`src/sv/local_mds_pair_gradient_accumulator_macros.svh`:
```
// assertion helpers for the pair gradient accumulator
`ifndef LOCAL_MDS_PAIR_GRADIENT_ACCUMULATOR_MACROS_SVH
`define LOCAL_MDS_PAIR_GRADIENT_ACCUMULATOR_MACROS_SVH

// antecedent implies consequent in the same cycle
`define LMGA_ASSERT_SAME(lbl, ant, cons) \
  lbl: assert property (@(posedge clk_i) disable iff (!rst_ni) (ant) |-> (cons)) \
    else $error("lmga assertion failed");

// antecedent implies consequent in the next cycle
`define LMGA_ASSERT_NEXT(lbl, ant, cons) \
  lbl: assert property (@(posedge clk_i) disable iff (!rst_ni) (ant) |=> (cons)) \
    else $error("lmga assertion failed");

`endif

```
`src/sv/lmga_pkg.sv`:
```
`timescale 1ns / 1ps
`default_nettype none
package lmga_pkg;

  localparam int unsigned IterW = 96;
  localparam int unsigned CntW = 7;

  localparam logic [62:0] SumMax = {63{1'b1}};
  localparam logic [16:0] WeightOne = 17'd65536;

  typedef enum logic [1:0] {
    OP_MUL  = 2'd0,
    OP_DIV  = 2'd1,
    OP_SQRT = 2'd2
  } iter_op_e;

  // launch request for the shared iterative unit
  typedef struct packed {
    logic            start;
    iter_op_e        op;
    logic [CntW-1:0] nbits;
  } iter_req_t;

endpackage
`default_nettype wire

```
`src/sv/lmga_iter_unit.sv`:
```
`timescale 1ns / 1ps
`default_nettype none
module lmga_iter_unit (
  input  wire logic                       clk_i,
  input  wire logic                       rst_ni,
  input  wire lmga_pkg::iter_req_t        req_i,
  input  wire logic [lmga_pkg::IterW-1:0] a_i,
  input  wire logic [lmga_pkg::IterW-1:0] b_i,
  output logic                            busy_o,
  output logic                            done_o,
  output logic [lmga_pkg::IterW-1:0]      res_o
);
  import lmga_pkg::*;

  logic            busy_q, busy_d;
  logic            done_q, done_d;
  iter_op_e        op_q, op_d;
  logic [CntW-1:0] cnt_q, cnt_d;
  logic [IterW-1:0] src_q, src_d;
  logic [IterW-1:0] opd_q, opd_d;
  logic [IterW-1:0] res_q, res_d;
  logic [IterW-1:0] rem_q, rem_d;

  logic [CntW-1:0]  k;
  logic [CntW-1:0]  idx_hi;
  logic [CntW-1:0]  idx_lo;
  logic [IterW-1:0] trial;
  logic [IterW-1:0] sub;
  logic [IterW:0]   diff;
  logic             ge;
  logic [IterW-1:0] mul_sum;

  // one step: shift-add, restoring divide or digit-by-digit root
  always_comb begin
    k       = cnt_q - CntW'(1);
    idx_hi  = {k[CntW-2:0], 1'b1};
    idx_lo  = {k[CntW-2:0], 1'b0};
    mul_sum = {res_q[IterW-2:0], 1'b0} + (src_q[k] ? opd_q : '0);
    if (op_q == OP_SQRT) begin
      trial = {rem_q[IterW-3:0], src_q[idx_hi], src_q[idx_lo]};
      sub   = {res_q[IterW-3:0], 2'b01};
    end else begin
      trial = {rem_q[IterW-2:0], src_q[k]};
      sub   = opd_q;
    end
    diff = {1'b0, trial} - {1'b0, sub};
    ge   = ~diff[IterW];
  end

  // sequencing of the iterations
  always_comb begin
    busy_d = busy_q;
    done_d = 1'b0;
    op_d   = op_q;
    cnt_d  = cnt_q;
    src_d  = src_q;
    opd_d  = opd_q;
    res_d  = res_q;
    rem_d  = rem_q;
    if (req_i.start && !busy_q) begin
      busy_d = 1'b1;
      op_d   = req_i.op;
      cnt_d  = req_i.nbits;
      src_d  = a_i;
      opd_d  = b_i;
      res_d  = '0;
      rem_d  = '0;
    end else if (busy_q) begin
      case (op_q)
        OP_MUL: begin
          res_d = mul_sum;
        end
        OP_DIV, OP_SQRT: begin
          rem_d = ge ? diff[IterW-1:0] : trial;
          res_d = {res_q[IterW-2:0], ge};
        end
        default: begin
          res_d = res_q;
        end
      endcase
      cnt_d = k;
      if (cnt_q == CntW'(1)) begin
        busy_d = 1'b0;
        done_d = 1'b1;
      end
    end
  end

  always_ff @(posedge clk_i or negedge rst_ni) begin
    if (!rst_ni) begin
      busy_q <= 1'b0;
      done_q <= 1'b0;
      op_q   <= OP_MUL;
      cnt_q  <= '0;
    end else begin
      busy_q <= busy_d;
      done_q <= done_d;
      op_q   <= op_d;
      cnt_q  <= cnt_d;
    end
  end

  always_ff @(posedge clk_i) begin
    src_q <= src_d;
    opd_q <= opd_d;
    res_q <= res_d;
    rem_q <= rem_d;
  end

  assign busy_o = busy_q;
  assign done_o = done_q;
  assign res_o  = res_q;

endmodule
`default_nettype wire

```
`src/sv/local_mds_pair_gradient_accumulator.sv`:
```
`timescale 1ns / 1ps
`default_nettype none
// Local MDS pair gradient accumulator. Each pair transfer (point i, point j)
// computes the output distance by an exact integer square root, a lambda
// weight, the stress gradient term per axis and the weighted squared stress,
// and adds them into saturating accumulators. The pair marked last_pair_i
// produces one result transfer (gradient, its squared norm, cost sum) and
// clears the accumulators. All multiplies, divides and the root run on one
// shared bit-serial unit (shift-add multiply, restoring divide, root) under a
// small sequencer, so in_stall_o stays high while a pair is in work. The two
// divides are skipped when the output distance is zero, and a last pair also
// squares the gradient for its norm.
// A finished result waits in the output register while the next pair runs.
// Registers: lambda_weight at 0x0, neighborhood_radius at 0x4.
module local_mds_pair_gradient_accumulator (
  input  wire logic               clk_i,
  input  wire logic               rst_ni,
  input  wire logic               psel,
  input  wire logic               penable,
  input  wire logic               pwrite,
  input  wire logic [2:0]         paddr,
  input  wire logic [31:0]        pwdata,
  output logic [31:0]             prdata,
  output logic                    pready,
  input  wire logic               in_valid_i,
  output logic                    in_stall_o,
  input  wire logic signed [31:0] self_x_i,
  input  wire logic signed [31:0] self_y_i,
  input  wire logic signed [31:0] other_x_i,
  input  wire logic signed [31:0] other_y_i,
  input  wire logic [31:0]        orig_distance_i,
  input  wire logic [31:0]        final_threshold_i,
  input  wire logic               last_pair_i,
  output logic                    out_valid_o,
  input  wire logic               out_stall_i,
  output logic signed [47:0]      grad_x_o,
  output logic signed [47:0]      grad_y_o,
  output logic [62:0]             grad_sq_norm_o,
  output logic [62:0]             cost_sum_o
);
  import lmga_pkg::*;

  typedef enum logic [14:0] {
    S_IDLE  = 15'b000000000000001,
    S_SQX   = 15'b000000000000010,
    S_SQY   = 15'b000000000000100,
    S_ROOT  = 15'b000000000001000,
    S_ERRW  = 15'b000000000010000,
    S_NUMX  = 15'b000000000100000,
    S_DIVX  = 15'b000000001000000,
    S_NUMY  = 15'b000000010000000,
    S_DIVY  = 15'b000000100000000,
    S_ERR2  = 15'b000001000000000,
    S_COST  = 15'b000010000000000,
    S_ACC   = 15'b000100000000000,
    S_NORMX = 15'b001000000000000,
    S_NORMY = 15'b010000000000000,
    S_EMIT  = 15'b100000000000000
  } state_e;

  state_e state_q, state_d;
  logic   launched_q, launched_d;

  // configuration registers
  logic [16:0] lambda_q;
  logic [31:0] radius_q;
  logic        cfg_wr;

  assign cfg_wr = psel && penable && pwrite;
  assign pready = 1'b1;
  assign prdata = paddr[2] ? radius_q : {15'd0, lambda_q};

  always_ff @(posedge clk_i or negedge rst_ni) begin
    if (!rst_ni) begin
      lambda_q <= 17'd32768;
      radius_q <= '0;
    end else if (cfg_wr) begin
      if (paddr[2]) begin
        radius_q <= pwdata;
      end else begin
        lambda_q <= pwdata[16:0];
      end
    end
  end

  // pair registers
  logic        in_xfer;
  logic [32:0] ax_q, ay_q;
  logic        xneg_q, yneg_q;
  logic [31:0] big_d_q, thr_q;
  logic        last_q;
  logic signed [32:0] dx, dy;

  assign in_xfer    = in_valid_i && (state_q == S_IDLE);
  assign in_stall_o = (state_q != S_IDLE);
  assign dx = $signed({other_x_i[31], other_x_i}) - $signed({self_x_i[31], self_x_i});
  assign dy = $signed({other_y_i[31], other_y_i}) - $signed({self_y_i[31], self_y_i});

  always_ff @(posedge clk_i) begin
    if (in_xfer) begin
      ax_q    <= dx[32] ? 33'(-dx) : 33'(dx);
      ay_q    <= dy[32] ? 33'(-dy) : 33'(dy);
      xneg_q  <= dx[32];
      yneg_q  <= dy[32];
      big_d_q <= orig_distance_i;
      thr_q   <= final_threshold_i;
      last_q  <= last_pair_i;
    end
  end

  // shared iterative unit
  iter_req_t        req;
  logic [IterW-1:0] opa, opb;
  logic             unit_busy, unit_done;
  logic [IterW-1:0] unit_res;

  lmga_iter_unit u_iter (
    .clk_i  (clk_i),
    .rst_ni (rst_ni),
    .req_i  (req),
    .a_i    (opa),
    .b_i    (opb),
    .busy_o (unit_busy),
    .done_o (unit_done),
    .res_o  (unit_res)
  );

  // working registers
  logic [65:0] sq_q;
  logic [32:0] d_q;
  logic [32:0] err_q;
  logic        err_neg_q;
  logic [16:0] w_q;
  logic [49:0] ew_q;
  logic [82:0] num_q;
  logic [33:0] qx_q, qy_q;
  logic [62:0] cost_q;
  logic [62:0] nx_q, ny_q;

  // accumulators
  logic signed [47:0] gx_acc_q, gy_acc_q;
  logic [62:0]        cost_acc_q;

  // output register
  logic               out_valid_q;
  logic signed [47:0] out_gx_q, out_gy_q;
  logic [62:0]        out_norm_q, out_cost_q;
  logic               out_free;
  logic               emit;

  assign out_free = !out_valid_q || !out_stall_i;
  assign emit     = (state_q == S_EMIT) && out_free;

  // weight and stress error from a fresh root
  logic [32:0] d_new;
  logic [16:0] lam;
  logic        err_neg_new;
  logic [32:0] err_new;
  logic [16:0] w_new;

  always_comb begin
    d_new       = unit_res[32:0];
    lam         = (lambda_q > WeightOne) ? WeightOne : lambda_q;
    err_neg_new = d_new > {1'b0, big_d_q};
    err_new     = err_neg_new ? d_new - {1'b0, big_d_q} : {1'b0, big_d_q} - d_new;
    w_new       = '0;
    if ((big_d_q < radius_q) || (big_d_q < thr_q)) begin
      w_new = lam;
    end
    if ((d_new < {1'b0, radius_q}) || (d_new < {1'b0, thr_q})) begin
      w_new = w_new + (WeightOne - lam);
    end
  end

  // cost term from the weighted squared error
  logic [62:0] cost_new;
  assign cost_new = (unit_res[95:79] != '0) ? SumMax : unit_res[78:16];

  // gradient terms and saturating updates
  logic signed [34:0] term_x, term_y;
  logic signed [49:0] sum_x, sum_y;
  logic signed [47:0] gx_next, gy_next;
  logic [63:0]        cost_sum;
  logic [62:0]        cost_next;
  logic [47:0]        gx_mag, gy_mag;
  logic [63:0]        norm_sum;
  logic [62:0]        norm_next;
  logic [62:0]        nsq_new;

  localparam logic signed [49:0] GradMax = 50'sh7FFF_FFFF_FFFF;
  localparam logic signed [49:0] GradMin = -50'sh8000_0000_0000;

  always_comb begin
    term_x = (err_neg_q ^ xneg_q) ? -$signed({1'b0, qx_q}) : $signed({1'b0, qx_q});
    term_y = (err_neg_q ^ yneg_q) ? -$signed({1'b0, qy_q}) : $signed({1'b0, qy_q});
    sum_x  = 50'(gx_acc_q) + 50'(term_x);
    sum_y  = 50'(gy_acc_q) + 50'(term_y);
    if (sum_x > GradMax) begin
      gx_next = 48'(GradMax);
    end else if (sum_x < GradMin) begin
      gx_next = 48'(GradMin);
    end else begin
      gx_next = sum_x[47:0];
    end
    if (sum_y > GradMax) begin
      gy_next = 48'(GradMax);
    end else if (sum_y < GradMin) begin
      gy_next = 48'(GradMin);
    end else begin
      gy_next = sum_y[47:0];
    end
    cost_sum  = {1'b0, cost_acc_q} + {1'b0, cost_q};
    cost_next = (cost_sum >= {1'b0, SumMax}) ? SumMax : cost_sum[62:0];
    gx_mag    = gx_acc_q[47] ? 48'(-gx_acc_q) : 48'(gx_acc_q);
    gy_mag    = gy_acc_q[47] ? 48'(-gy_acc_q) : 48'(gy_acc_q);
    nsq_new   = (unit_res[95:63] != '0) ? SumMax : unit_res[62:0];
    norm_sum  = {1'b0, nx_q} + {1'b0, ny_q};
    norm_next = (norm_sum >= {1'b0, SumMax}) ? SumMax : norm_sum[62:0];
  end

  // operands for each step of the sequence
  always_comb begin
    req.start = 1'b0;
    req.op    = OP_MUL;
    req.nbits = CntW'(33);
    opa       = '0;
    opb       = '0;
    case (state_q)
      S_SQX: begin
        opa = IterW'(ax_q);
        opb = IterW'(ax_q);
      end
      S_SQY: begin
        opa = IterW'(ay_q);
        opb = IterW'(ay_q);
      end
      S_ROOT: begin
        req.op = OP_SQRT;
        opa    = IterW'(sq_q);
      end
      S_ERRW: begin
        req.nbits = CntW'(17);
        opa       = IterW'(w_q);
        opb       = IterW'(err_q);
      end
      S_NUMX: begin
        opa = IterW'(ax_q);
        opb = IterW'(ew_q);
      end
      S_NUMY: begin
        opa = IterW'(ay_q);
        opb = IterW'(ew_q);
      end
      S_DIVX, S_DIVY: begin
        req.op    = OP_DIV;
        req.nbits = CntW'(83);
        opa       = IterW'(num_q);
        opb       = IterW'({d_q, 16'd0});
      end
      S_ERR2: begin
        opa = IterW'(err_q);
        opb = IterW'(err_q);
      end
      S_COST: begin
        req.nbits = CntW'(17);
        opa       = IterW'(w_q);
        opb       = IterW'(sq_q);
      end
      S_NORMX: begin
        req.nbits = CntW'(48);
        opa       = IterW'(gx_mag);
        opb       = IterW'(gx_mag);
      end
      S_NORMY: begin
        req.nbits = CntW'(48);
        opa       = IterW'(gy_mag);
        opb       = IterW'(gy_mag);
      end
      default: begin
        opa = '0;
      end
    endcase
    req.start = !launched_q && (state_q != S_IDLE) && (state_q != S_ACC)
                && (state_q != S_EMIT);
  end

  // sequencer
  always_comb begin
    state_d    = state_q;
    launched_d = launched_q;
    if (req.start) begin
      launched_d = 1'b1;
    end
    case (state_q)
      S_IDLE: begin
        if (in_xfer) begin
          state_d = S_SQX;
        end
      end
      S_SQX: if (unit_done) state_d = S_SQY;
      S_SQY: if (unit_done) state_d = S_ROOT;
      S_ROOT: if (unit_done) state_d = S_ERRW;
      S_ERRW: begin
        if (unit_done) begin
          state_d = (d_q == '0) ? S_ERR2 : S_NUMX;
        end
      end
      S_NUMX: if (unit_done) state_d = S_DIVX;
      S_DIVX: if (unit_done) state_d = S_NUMY;
      S_NUMY: if (unit_done) state_d = S_DIVY;
      S_DIVY: if (unit_done) state_d = S_ERR2;
      S_ERR2: if (unit_done) state_d = S_COST;
      S_COST: if (unit_done) state_d = S_ACC;
      S_ACC: begin
        state_d = last_q ? S_NORMX : S_IDLE;
      end
      S_NORMX: if (unit_done) state_d = S_NORMY;
      S_NORMY: if (unit_done) state_d = S_EMIT;
      S_EMIT: begin
        if (out_free) begin
          state_d = S_IDLE;
        end
      end
      default: begin
        state_d = S_IDLE;
      end
    endcase
    if (unit_done) begin
      launched_d = 1'b0;
    end
  end

  always_ff @(posedge clk_i or negedge rst_ni) begin
    if (!rst_ni) begin
      state_q    <= S_IDLE;
      launched_q <= 1'b0;
    end else begin
      state_q    <= state_d;
      launched_q <= launched_d;
    end
  end

  // capture of unit results
  always_ff @(posedge clk_i) begin
    if (unit_done) begin
      case (state_q)
        S_SQX: sq_q <= unit_res[65:0];
        S_SQY: sq_q <= sq_q + unit_res[65:0];
        S_ROOT: begin
          d_q       <= d_new;
          err_q     <= err_new;
          err_neg_q <= err_neg_new;
          w_q       <= w_new;
        end
        S_ERRW: ew_q <= unit_res[49:0];
        S_NUMX, S_NUMY: num_q <= unit_res[82:0];
        S_DIVX: qx_q <= unit_res[33:0];
        S_DIVY: qy_q <= unit_res[33:0];
        S_ERR2: sq_q <= unit_res[65:0];
        S_COST: cost_q <= cost_new;
        S_NORMX: nx_q <= nsq_new;
        S_NORMY: ny_q <= nsq_new;
        default: begin
          cost_q <= cost_q;
        end
      endcase
    end
  end

  // accumulators, cleared once a result is loaded
  always_ff @(posedge clk_i or negedge rst_ni) begin
    if (!rst_ni) begin
      gx_acc_q   <= '0;
      gy_acc_q   <= '0;
      cost_acc_q <= '0;
    end else if (state_q == S_ACC) begin
      if (d_q != '0) begin
        gx_acc_q <= gx_next;
        gy_acc_q <= gy_next;
      end
      cost_acc_q <= cost_next;
    end else if (emit) begin
      gx_acc_q   <= '0;
      gy_acc_q   <= '0;
      cost_acc_q <= '0;
    end
  end

  // output register
  always_ff @(posedge clk_i or negedge rst_ni) begin
    if (!rst_ni) begin
      out_valid_q <= 1'b0;
    end else if (emit) begin
      out_valid_q <= 1'b1;
    end else if (!out_stall_i) begin
      out_valid_q <= 1'b0;
    end
  end

  always_ff @(posedge clk_i) begin
    if (emit) begin
      out_gx_q   <= gx_acc_q;
      out_gy_q   <= gy_acc_q;
      out_norm_q <= norm_next;
      out_cost_q <= cost_acc_q;
    end
  end

  assign out_valid_o    = out_valid_q;
  assign grad_x_o       = out_gx_q;
  assign grad_y_o       = out_gy_q;
  assign grad_sq_norm_o = out_norm_q;
  assign cost_sum_o     = out_cost_q;

`include "local_mds_pair_gradient_accumulator_macros.svh"

  `LMGA_ASSERT_SAME(a_unit_busy_not_idle, unit_busy, state_q != S_IDLE)
  `LMGA_ASSERT_NEXT(a_accept_leaves_idle, in_xfer, state_q == S_SQX)
  `LMGA_ASSERT_NEXT(a_emit_clears, emit,
    out_valid_o && gx_acc_q == '0 && gy_acc_q == '0 && cost_acc_q == '0)

endmodule
`default_nettype wire

```
`config.mk`:
```
export PLATFORM = sky130hd
export DESIGN_NAME = local_mds_pair_gradient_accumulator
export DESIGN_NICKNAME = d
export VERILOG_FILES = /design/src/sv/lmga_pkg.sv /design/src/sv/lmga_iter_unit.sv /design/src/sv/local_mds_pair_gradient_accumulator.sv
export VERILOG_INCLUDE_DIRS = /design/src /design/src/sv
export SDC_FILE = /design/constraint.sdc
export NUM_CORES = 2
export LEC_CHECK = 0
export BUFFER_PORTS_ARGS = -buffer_cell sky130_fd_sc_hd__buf_2
export CAP_MARGIN = 10
export CORE_ASPECT_RATIO = 1.4
export CORE_MARGIN = 8
export CORE_UTILIZATION = 35
export DETAILED_ROUTE_END_ITERATION = 6
export REMOVE_ABC_BUFFERS = 1
export SYNTH_ARGS = -nofsm -noshare
export SYNTH_HDL_FRONTEND = slang
export SYNTH_SLANG_ARGS = --single-unit
```
`constraint.sdc`:
```
create_clock -name clk_i -period 17.7 [get_ports clk_i]
set_clock_uncertainty 0.2 [all_clocks]
set_input_delay 5.31 -clock clk_i [delete_from_list [all_inputs] [get_ports clk_i]]
set_output_delay 5.31 -clock clk_i [all_outputs]
set_load 0.05 [all_outputs]
```
==> flow_summary_export.csv <==
group,metric,value,unit
placement,port_buffers,488,
setup_path,critical_path_class,"in2out",
global_route,grt_util_all_layers,0.2336,
synthesis,syn_area,100300,sq um
synthesis,synth_largest_area_cell,"edfxtp_1",
synthesis,netlist_instances,10374,
setup_path,path_cells,"buf_2 -> mux2_2 -> buf_2",
floorplanning,die_area,304100,sq um
floorplanning,die_x,468.4,um
clock_network,cts_tree,"yes",
hold_path,holdCritStartpoint,"u_iter.rem_q[7]",
floorplanning,initial_core_util,0.3518,
setup_path,cpMaxStageDelayCell,"buf_2",
hold_path,min_to,"u_iter.rem_q[7]",
sta,tightest_slew,1.236,ns
floorplanning,core_area,285100,sq um
global_route,antenna_found_initial,26,
clock_network,htree_levels,4,
finish,nets,11634,
setup_path,r2r_setup_slack,7.78,ns
pwr,fin_total_pwr,16010,uW
pwr,power_density,142.8,nW/um^2
drt,wl_per_cell,25.73,um
drt,drt_iter0_markers,8188,
sta,setup_tns,0,ns
clock_network,clk_pin_slew_worst_paths,0.07,ns
sta,fmax,0.08283,GHz
setup_path,critical-path-max-stage-delay,0.57,ns
global_route,grt_max_degree,148,
placement,gp_congestion,0.9566,
finish,area_growth,11.83,%
hold_path,hold_path.class,"reg2reg",
setup_path,critPathRequiredTime,12.19,ns
pwr,p_leak,0.04433,uW
drt,routed_via_density,5.887,
floorplanning,num_rows,232,
synthesis,synth_top_area_frac,0.3127,
setup_path,crit_path_start_kind,"primary input",
drt,vias,85603,
synthesis,synth_edf_count,1044,
setup_path,crit_fanout,35,
clock_network,hold_buffers,0,
drt,drt-total-wl,374200,um
clock_network,post_cts_resized,0,
pwr,ir_drop,0.1797,mV
drt,final_antenna_net_count,0,
clock_network,clk_latency,0.90,ns
status,status,"finished with violations",
placement,hpwl,286400,um
clock_network,clock_sinks,1471,
setup_path,timing.rr.start,"u_iter.cnt_q[1]",
finish,drive_gt1_frac,0.1153,
setup_path,crit_family,"buffers and inverters",
clock_network,postCtsSetupBuffers,0,
status,violations,"DRC",
finish,regArea,41090,sq um
sta,min_period_over_period,0.6821,
synthesis,yosysSeqAreaShare,0.4097,
setup_path,path_buf_inv,2,
finish,multi_input_area,55870,sq um
synthesis,ys_ff_latch,1471,
sta,hold_viol_final,0,
setup_path,endpoint_kind,"output pin",
synthesis,avgSynthCellArea,9.665,sq um
global_route,grt_pass1_wl,544400,um
drt,drc,20,
clock_network,cts.path.max_buffers,4,
sta,maxSlewHeadroom,0.1650,
setup_path,worstPathArrival,6.56,ns
finish,fillers,28034,
drt,drtPass1Iterations,7,
global_route,grt_pass1_vias,83977,
synthesis,ys_types,94,
synthesis,yosysWarningCount,0,
sta,final-setup-viol-count,0,
clock_network,cts_root_buf,"clkbuf_16",
synthesis,synth_area_leaders,"edfxtp_1 31%, ha_1 9.1%, dfrtp_1 5.8%, a21oi_1 4.5%, dfxtp_1 3.8%",
setup_path,r2r.worst_path.cells,23,
floorplanning,io_pins,492,
floorplanning,die_h,649.3,um
hold_path,hold_depth,2,
flow_run,cap_violations,0,
setup_path,crit_top_cell,"buf_2",
clock_network,numCtsBuffers,167,
sta,fin_crit,12.07,ns
synthesis,synth_flop_cell,"edfxtp_1",
sta,rsz0062_at_grt,"false",
global_route,grt-ovfl-total,0,
synthesis,ys_async_sr_fraction,0.1604,
sta,drv_slew,0,
setup_path,reg2reg_to,"u_iter.rem_q[54]",
## how the worst max path moves through the flow
stage                            from            end  slack [ns]  cells past startpoint
after CTS                    paddr[2]     prdata[15]        5.61                      3
final                        paddr[2]     prdata[15]        5.63                      3
after floorplan           out_stall_i  cost_sum_o[0]        0.65                      1
after global routing         paddr[2]     prdata[15]        5.57                      3
after detailed placement     paddr[2]     prdata[15]        5.61                      3
after global placement       paddr[2]     prdata[15]        5.66                      3
## Yosys cell counts (46+ instances only)
| cell | count |
|---|---|
| or3_1 | 99 |
| nand2_1 | 891 |
| xnor2_1 | 396 |
| mux4_2 | 46 |
| a31oi_1 | 132 |
| a21oi_1 | 892 |
| nand2b_1 | 135 |
| nor4_1 | 74 |
| o211ai_1 | 115 |
| or2_2 | 46 |
| nor3_1 | 180 |
| dfrtp_1 | 234 |
| a21o_1 | 388 |
| a211oi_1 | 153 |
| nand4_1 | 157 |
| nor2b_1 | 79 |
| o21ai_0 | 617 |
| o22ai_1 | 49 |
| o21a_1 | 91 |
| nor2_1 | 560 |
| o31ai_1 | 89 |
| nand3_1 | 212 |
| a22oi_1 | 108 |
| a221o_1 | 57 |
| mux2i_1 | 145 |
| inv_1 | 418 |
| dfxtp_1 | 191 |
| and3_1 | 80 |
| nand3b_1 | 51 |
| clkbuf_1 | 487 |
| a222oi_1 | 78 |
| xor2_1 | 323 |
| edfxtp_1 | 1044 |
| o21bai_1 | 99 |
| mux2_2 | 170 |
| and2_1 | 172 |
| ha_1 | 729 |
## kinds of logic after synthesis
| group | count (synthesis) | share of synthesized area |
|---|---|---|
| mux | 361 | 0.04390 |
| simple gates | 2866 | 0.1414 |
| xor+xnor | 719 | 0.06280 |
| flops | 1471 | 0.4097 |
| other cells | 2 | 0.00007490 |
| buf+inv | 961 | 0.03614 |
| fa+ha+maj | 743 | 0.09356 |
| compound gates | 3251 | 0.2124 |
## worst min-delay path, cell delays in order, from the launching register on
cell and delay, ns:
dfxtp_1 0.32, nand2_1 0.06, a21oi_1 0.05
## cell usage in the layout (no fill, tap or decap), types with 171 or more instances in the layout
cell type,n
dfrtp_1,231
nand3_1,212
dfxtp_1,191
xnor2_1,396
ha_1,727
o21ai_0,617
xor2_1,322
nor3_1,178
buf_2,487
edfxtp_1,1044
clkbuf_16,171
nand2_1,886
inv_1,417
nor2_1,551
a21oi_1,887
a21o_1,387
## cell type report
type                            count  area share
Multi-Input combinational cell   7956      0.4983
Sequential cell                  1471      0.3664
Tap cell                         3744     0.04178
Clock buffer                      203     0.03995
Timing Repair Buffer              641     0.03245
Inverter                          421     0.01416
Clock inverter                     93    0.006706
Antenna cell                       13   0.0002901
## sequential cells by signal, indices dropped and copies added, names as in the netlist, 34 cells and up
register,count
u_iter.res_o,96
u_iter.rem_q,95
num_q,83
u_iter.src_q,83
sq_q,66
u_iter.opd_q,66
cost_acc_q,63
cost_q,63
cost_sum_o,63
grad_sq_norm_o,63
nx_q,63
ny_q,63
ew_q,50
grad_x_o,48
grad_y_o,48
gx_acc_q,48
gy_acc_q,48
qx_q,34
qy_q,34
## layer usage
layer  wire, um  track usage
met1     140500       0.2642
met2     179400       0.4012
met3      22630      0.03700
met4      31570       0.1620
met5         74            0
## metrics by stage
stage	cell area, sq um	std cells	util	hold WS [ns]	setup WS, ns
after floorplan	98280	9848	-	0.2390	0.6477
after global placement	106900	14232	0.3749	0.2551	5.660
after detailed placement	106900	14232	0.3749	0.2619	5.614
after CTS	112100	14528	0.3932	0.2736	5.612
after global routing	112100	14531	0.3933	0.2835	5.566
final	112100	14542	0.3934	0.2715	5.628
## report_power, final
group	leakage [uW]	switching, uW	total [uW]	internal (uW)
logic	0.0282	5200	7990	2790
registers	0.0136	372	4600	4230
clock network	0.00255	1500	3420	1920
total	0.0443	7070	16000	8940
Note: power is estimated with default switching activity, not from simulation.
